File: config.mk
export PLATFORM = sky130hd
export DESIGN_NAME = ias_cell
export DESIGN_NICKNAME = d
export VERILOG_FILES = /design/src/hw/rtl/ias_pkg.sv /design/src/hw/rtl/ias_cell.sv
export SDC_FILE = /design/constraint.sdc
export NUM_CORES = 1
export LEC_CHECK = 0
export BUFFER_PORTS_ARGS = -buffer_cell sky130_fd_sc_hd__buf_2
export CORE_ASPECT_RATIO = 1.75
export CORE_MARGIN = 2
export CORE_UTILIZATION = 46
export DETAILED_ROUTE_END_ITERATION = 8
export HOLD_SLACK_MARGIN = 0.05
export PLACE_DENSITY = 0.86
export REMOVE_ABC_BUFFERS = 1
export SYNTH_ARGS = -nofsm -noshare
export SYNTH_HDL_FRONTEND = slang
export SYNTH_SLANG_ARGS = --single-unit
File: constraint.sdc
create_clock -name clk_i -period 10.87 [get_ports clk_i]
set_input_delay 1.087 -clock clk_i [delete_from_list [all_inputs] [get_ports clk_i]]
set_output_delay 1.087 -clock clk_i [all_outputs]
set_load 0.01 [all_outputs]
File: src/hw/rtl/ias_pkg.sv
// ----------------------------------------------------------------------------
// ias_pkg
// types shared by the activity selection cell chain and its controller
// ----------------------------------------------------------------------------
package ias_pkg;

  // one incoming activity transaction
  typedef struct packed {
    logic [15:0] activity_id;
    logic [15:0] start_time;
    logic [15:0] finish_time;
    logic        last_item;
  } act_t;

  // one selected activity transaction
  typedef struct packed {
    logic [15:0] selected_id;
    logic [15:0] selected_start;
    logic [15:0] selected_finish;
    logic        last_result;
    logic        overflow;
  } res_t;

  // contents held by one cell
  typedef struct packed {
    logic [15:0] id;
    logic [15:0] start;
    logic [15:0] finish;
  } entry_t;

  // per-cycle command broadcast to every cell
  typedef struct packed {
    logic load;   // insert the new entry in finish order
    logic shift;  // move every entry one cell toward the head
  } cell_ctl_t;

  typedef enum logic {
    ST_LOAD,
    ST_DRAIN
  } state_e;

endpackage

File: src/hw/rtl/ias_cell.sv
// ----------------------------------------------------------------------------
// ias_cell
// one slot of the insertion-sort chain: compares, takes the new entry or
// its left neighbor on insert, takes its right neighbor on drain
// ----------------------------------------------------------------------------
module ias_cell
  import ias_pkg::*;
(
  input  logic      clk_i,
  input  cell_ctl_t ctl_i,
  input  logic      occ_i,       // slot holds an entry of the current set
  input  entry_t    new_i,
  input  entry_t    left_i,
  input  logic      left_ins_i,  // left neighbor also moves right
  input  entry_t    right_i,
  output entry_t    entry_o,
  output logic      ins_o        // new entry goes at or before this slot
);

  entry_t entry_q, entry_d;

  // strict compare keeps equal finishes in arrival order
  assign ins_o   = !occ_i || (entry_q.finish > new_i.finish);
  assign entry_o = entry_q;

  always_comb begin
    entry_d = entry_q;
    if (ctl_i.load && ins_o) begin
      entry_d = left_ins_i ? left_i : new_i;
    end else if (ctl_i.shift) begin
      entry_d = right_i;
    end
  end

  always_ff @(posedge clk_i) begin
    entry_q <= entry_d;
  end

endmodule
==> results by group <==
Placed design
  – HPWL after DPL: around 6500 um
  – Worst slack, placed: about 6200 ps
  – Gp weighted congestion: between 0.8 and 0.9
  – Port bufs: between 150 and 200

Timing
  – Layout Skew: about 4.3 ps
  – Slew Viols, Final: 0
  – Worst-margin pin slew: 1120 ps
  – Final Hold Fails: 0
  – Final worst slack: ~6500 ps
  – Setup-failing EPs final: 0
  – Final setup TNS: 0 ps
  – Period utilisation layout: between 30% and 40%
  – RSZ-0062 raised after global routing: false
  – Fmax: 0.231 GHz
  – Worst relative slew slack: around 26%
  – Min Tclk post-route: about 4300 ps

Floorplan
  – Die width: between 60 and 70 um
  – Die H: ~110 um
  – Core area: 6490 um2
  – # rows: 39
  – Initial Util: 47.2%
  – Ports: between 150 and 200
  – Full die area: about 7400 um2

Final layout
  – Max FFs per register: 48
  – Commonest non-fill, non-tap cell in the layout: buf_2
  – Share of cells above drive strength 1: 67.6%
  – Area grow syn2layout: 37.9%
  – Antenna fix cells: 0
  – Most frequent cells in the layout: buf_2, mux2_2, edfxtp_1
  – Fin nets: 593

Power and ir drop
  – Lkg Pwr: 0.00202 uW
  – Power Total: between 500 and 600 uW
  – Pwr dens: ~130 nW/um2
  – VDD IR max: ~120 uV

Clock network
  – Number of buffers created by CTS: 5
  – Hold buffers post-CTS: 0
  – Worst skew pair latency: 280 ps
  – CTS tree: built
  – Htree depth: 2
  – PostCTS Resize Cnt: 0
  – Clock slew at reported path FFs: 60 ps
  – CTS sink cnt: 48
  – Root Driver: clkbuf_16
  – Clock tree buffer depth: 2
  – Post-CTS setup buffers: 0

Global route
  – GR Overflow Total: 0
  – Initial antenna violation count: 0
  – Tot GR Track Use: a little under a quarter
  – First-pass GRT wire length: about 13000 um
  – Pin count of the biggest net entering global routing: 64
  – Number of global-route vias before repair: ~2900

Worst setup path
  – CP Capture Type: register
  – CP startpoint: new_i[15]
  – Register-to-register setup slack: 7070 ps
  – Crit path kind: input pin to register
  – CP Data Arrival Time: between 4000 and 5000 ps
  – Cells on worst reg2reg path: 6
  – RR Endpoint: entry_o[42]
  – R2R Path Start: entry_o[15]
  – CP Launch Type: input pin
  – Worst Path Max Fanout: just under 50
  – CP endpoint: entry_o[42]
  – Required @ worst endpoint: approximately 11000 ps

Yosys
  – Post-Syn Area: ~3100 um2
  – Synth Register Bits: 48
  – Syn_area_per_cell: between 10 and 15 um2
  – Post-Synthesis Cells: approximately 240
  – Xor and xnor area share after synthesis: 0%
  – Synth cell types: 29
  – Mux share of post-synthesis cell area: approximately 31%
  – Post-synthesis compound-gate area fraction: ~5.5%
  – Ys Warns: 0
  – Post-synthesis sequential area ratio: 47.1%
  – Synth Area in Adders: under 10%
  – Simple logic cell fraction of the synthesized area: between 5 and 6%
  – Largest family of logic cells by synthesized area: multiplexers

Drt
  – Vias: 2614
  – Vias per std cell: between 5 and 6
  – Final wirelength: roughly 8200 um
  – Final ANT Viol Nets: 0
  – WL/cell: between 15 and 20 um
  – # DRC: 0
  – DR pass1 iterations: 4
  – 1st-iter DRT viols: between 60 and 70

Hold path
  – Worst min path class: input pin to register

Status
  – Status: finished, final reports clean

Job
  – Max cap viols: 0
-- logic make-up after synthesis --
kind of cell	Yosys count
fa+ha+maj	16
buf+inv	28
mux	81
simple gates	34
compound gates	28
flops	48
-- critical path, stage by stage --
cell      delay (ps)
buf_2             80
inv_1             50
ha_1             330
nand4_2          150
nor4_1           500
a21boi_1         310
o311a_4          710
or2_2            980
-- stage by stage --
stage	cells	hold slack, ps	util (%)	cell area [um2]
floorplan	223	1300	-	2990
global placement	503	1390	62.9	4080
detailed placement	503	1390	62.9	4080
CTS	511	1100	65.0	4220
global route	511	1100	65.0	4220
finish	511	1110	65.0	4220
-- layout make-up --
class / count / area [um2]
Fill cell: 536 / 2270
Sequential cell: 48 / 1440
Tap cell: 82 / 103
Timing Repair Buffer: 198 / 993
Inverter: 16 / 60.1
Clock inverter: 3 / 13.8
Multi-Input combinational cell: 159 / 1490
Clock buffer: 5 / 125
-- layer usage --
layer,vias to the layer above,global-route usage (%),share of wire (%)
met3,24,4.65,5.4
met5,-,0,0
li1,1262,-,-
met4,0,12.5,3.8
met1,1220,23.5,34
met2,108,41.5,56
-- Yosys cell counts --
master,number,area share (%)
nand4_2,1,0.41
or4_4,1,0.37
nand3_1,1,0.16
a21o_1,1,0.25
a2111oi_0,1,0.29
and2_1,2,0.41
mux2_4,9,4.4
buf_6,1,0.37
o311a_4,1,0.69
ha_1,16,6.5
buf_8,1,0.49
nor4_1,2,0.41
o21ai_0,18,2.9
a21oi_1,5,0.82
mux2_2,72,26
nand2_1,19,2.3
buf_4,3,0.74
nor2_1,1,0.12
o211ai_1,1,0.25
or2_1,1,0.20
inv_1,16,2.0
and3_1,1,0.20
edfxtp_1,48,47
nor2b_1,1,0.20
or3_1,1,0.20
a21boi_1,1,0.25
nand4_1,2,0.41
nor3_1,1,0.16
clkbuf_1,7,0.86
-- power by group --
group	total [uW]	leakage (uW)	internal, uW	switching, uW
Combinational	146	0.00146	76.8	68.9
Clock	144	0.0000710	83.5	60.7
Sequential	241	0.000484	234	7.92
Total	531	0.00202	394	138
-- worst min path at each step --
stage / start / endpoint / slack [ps] / cells past startpoint
2_1_floorplan: right_i[38] / entry_o[38] / 1300 / 1
3_3_place_gp: right_i[33] / entry_o[33] / 1390 / 2
3_5_place_dp: right_i[35] / entry_o[35] / 1390 / 2
4_1_cts: right_i[23] / entry_o[23] / 1100 / 2
5_1_grt: right_i[23] / entry_o[23] / 1100 / 2
6_report: right_i[8] / entry_o[8] / 1110 / 2
(Power assumes the default switching activity.)
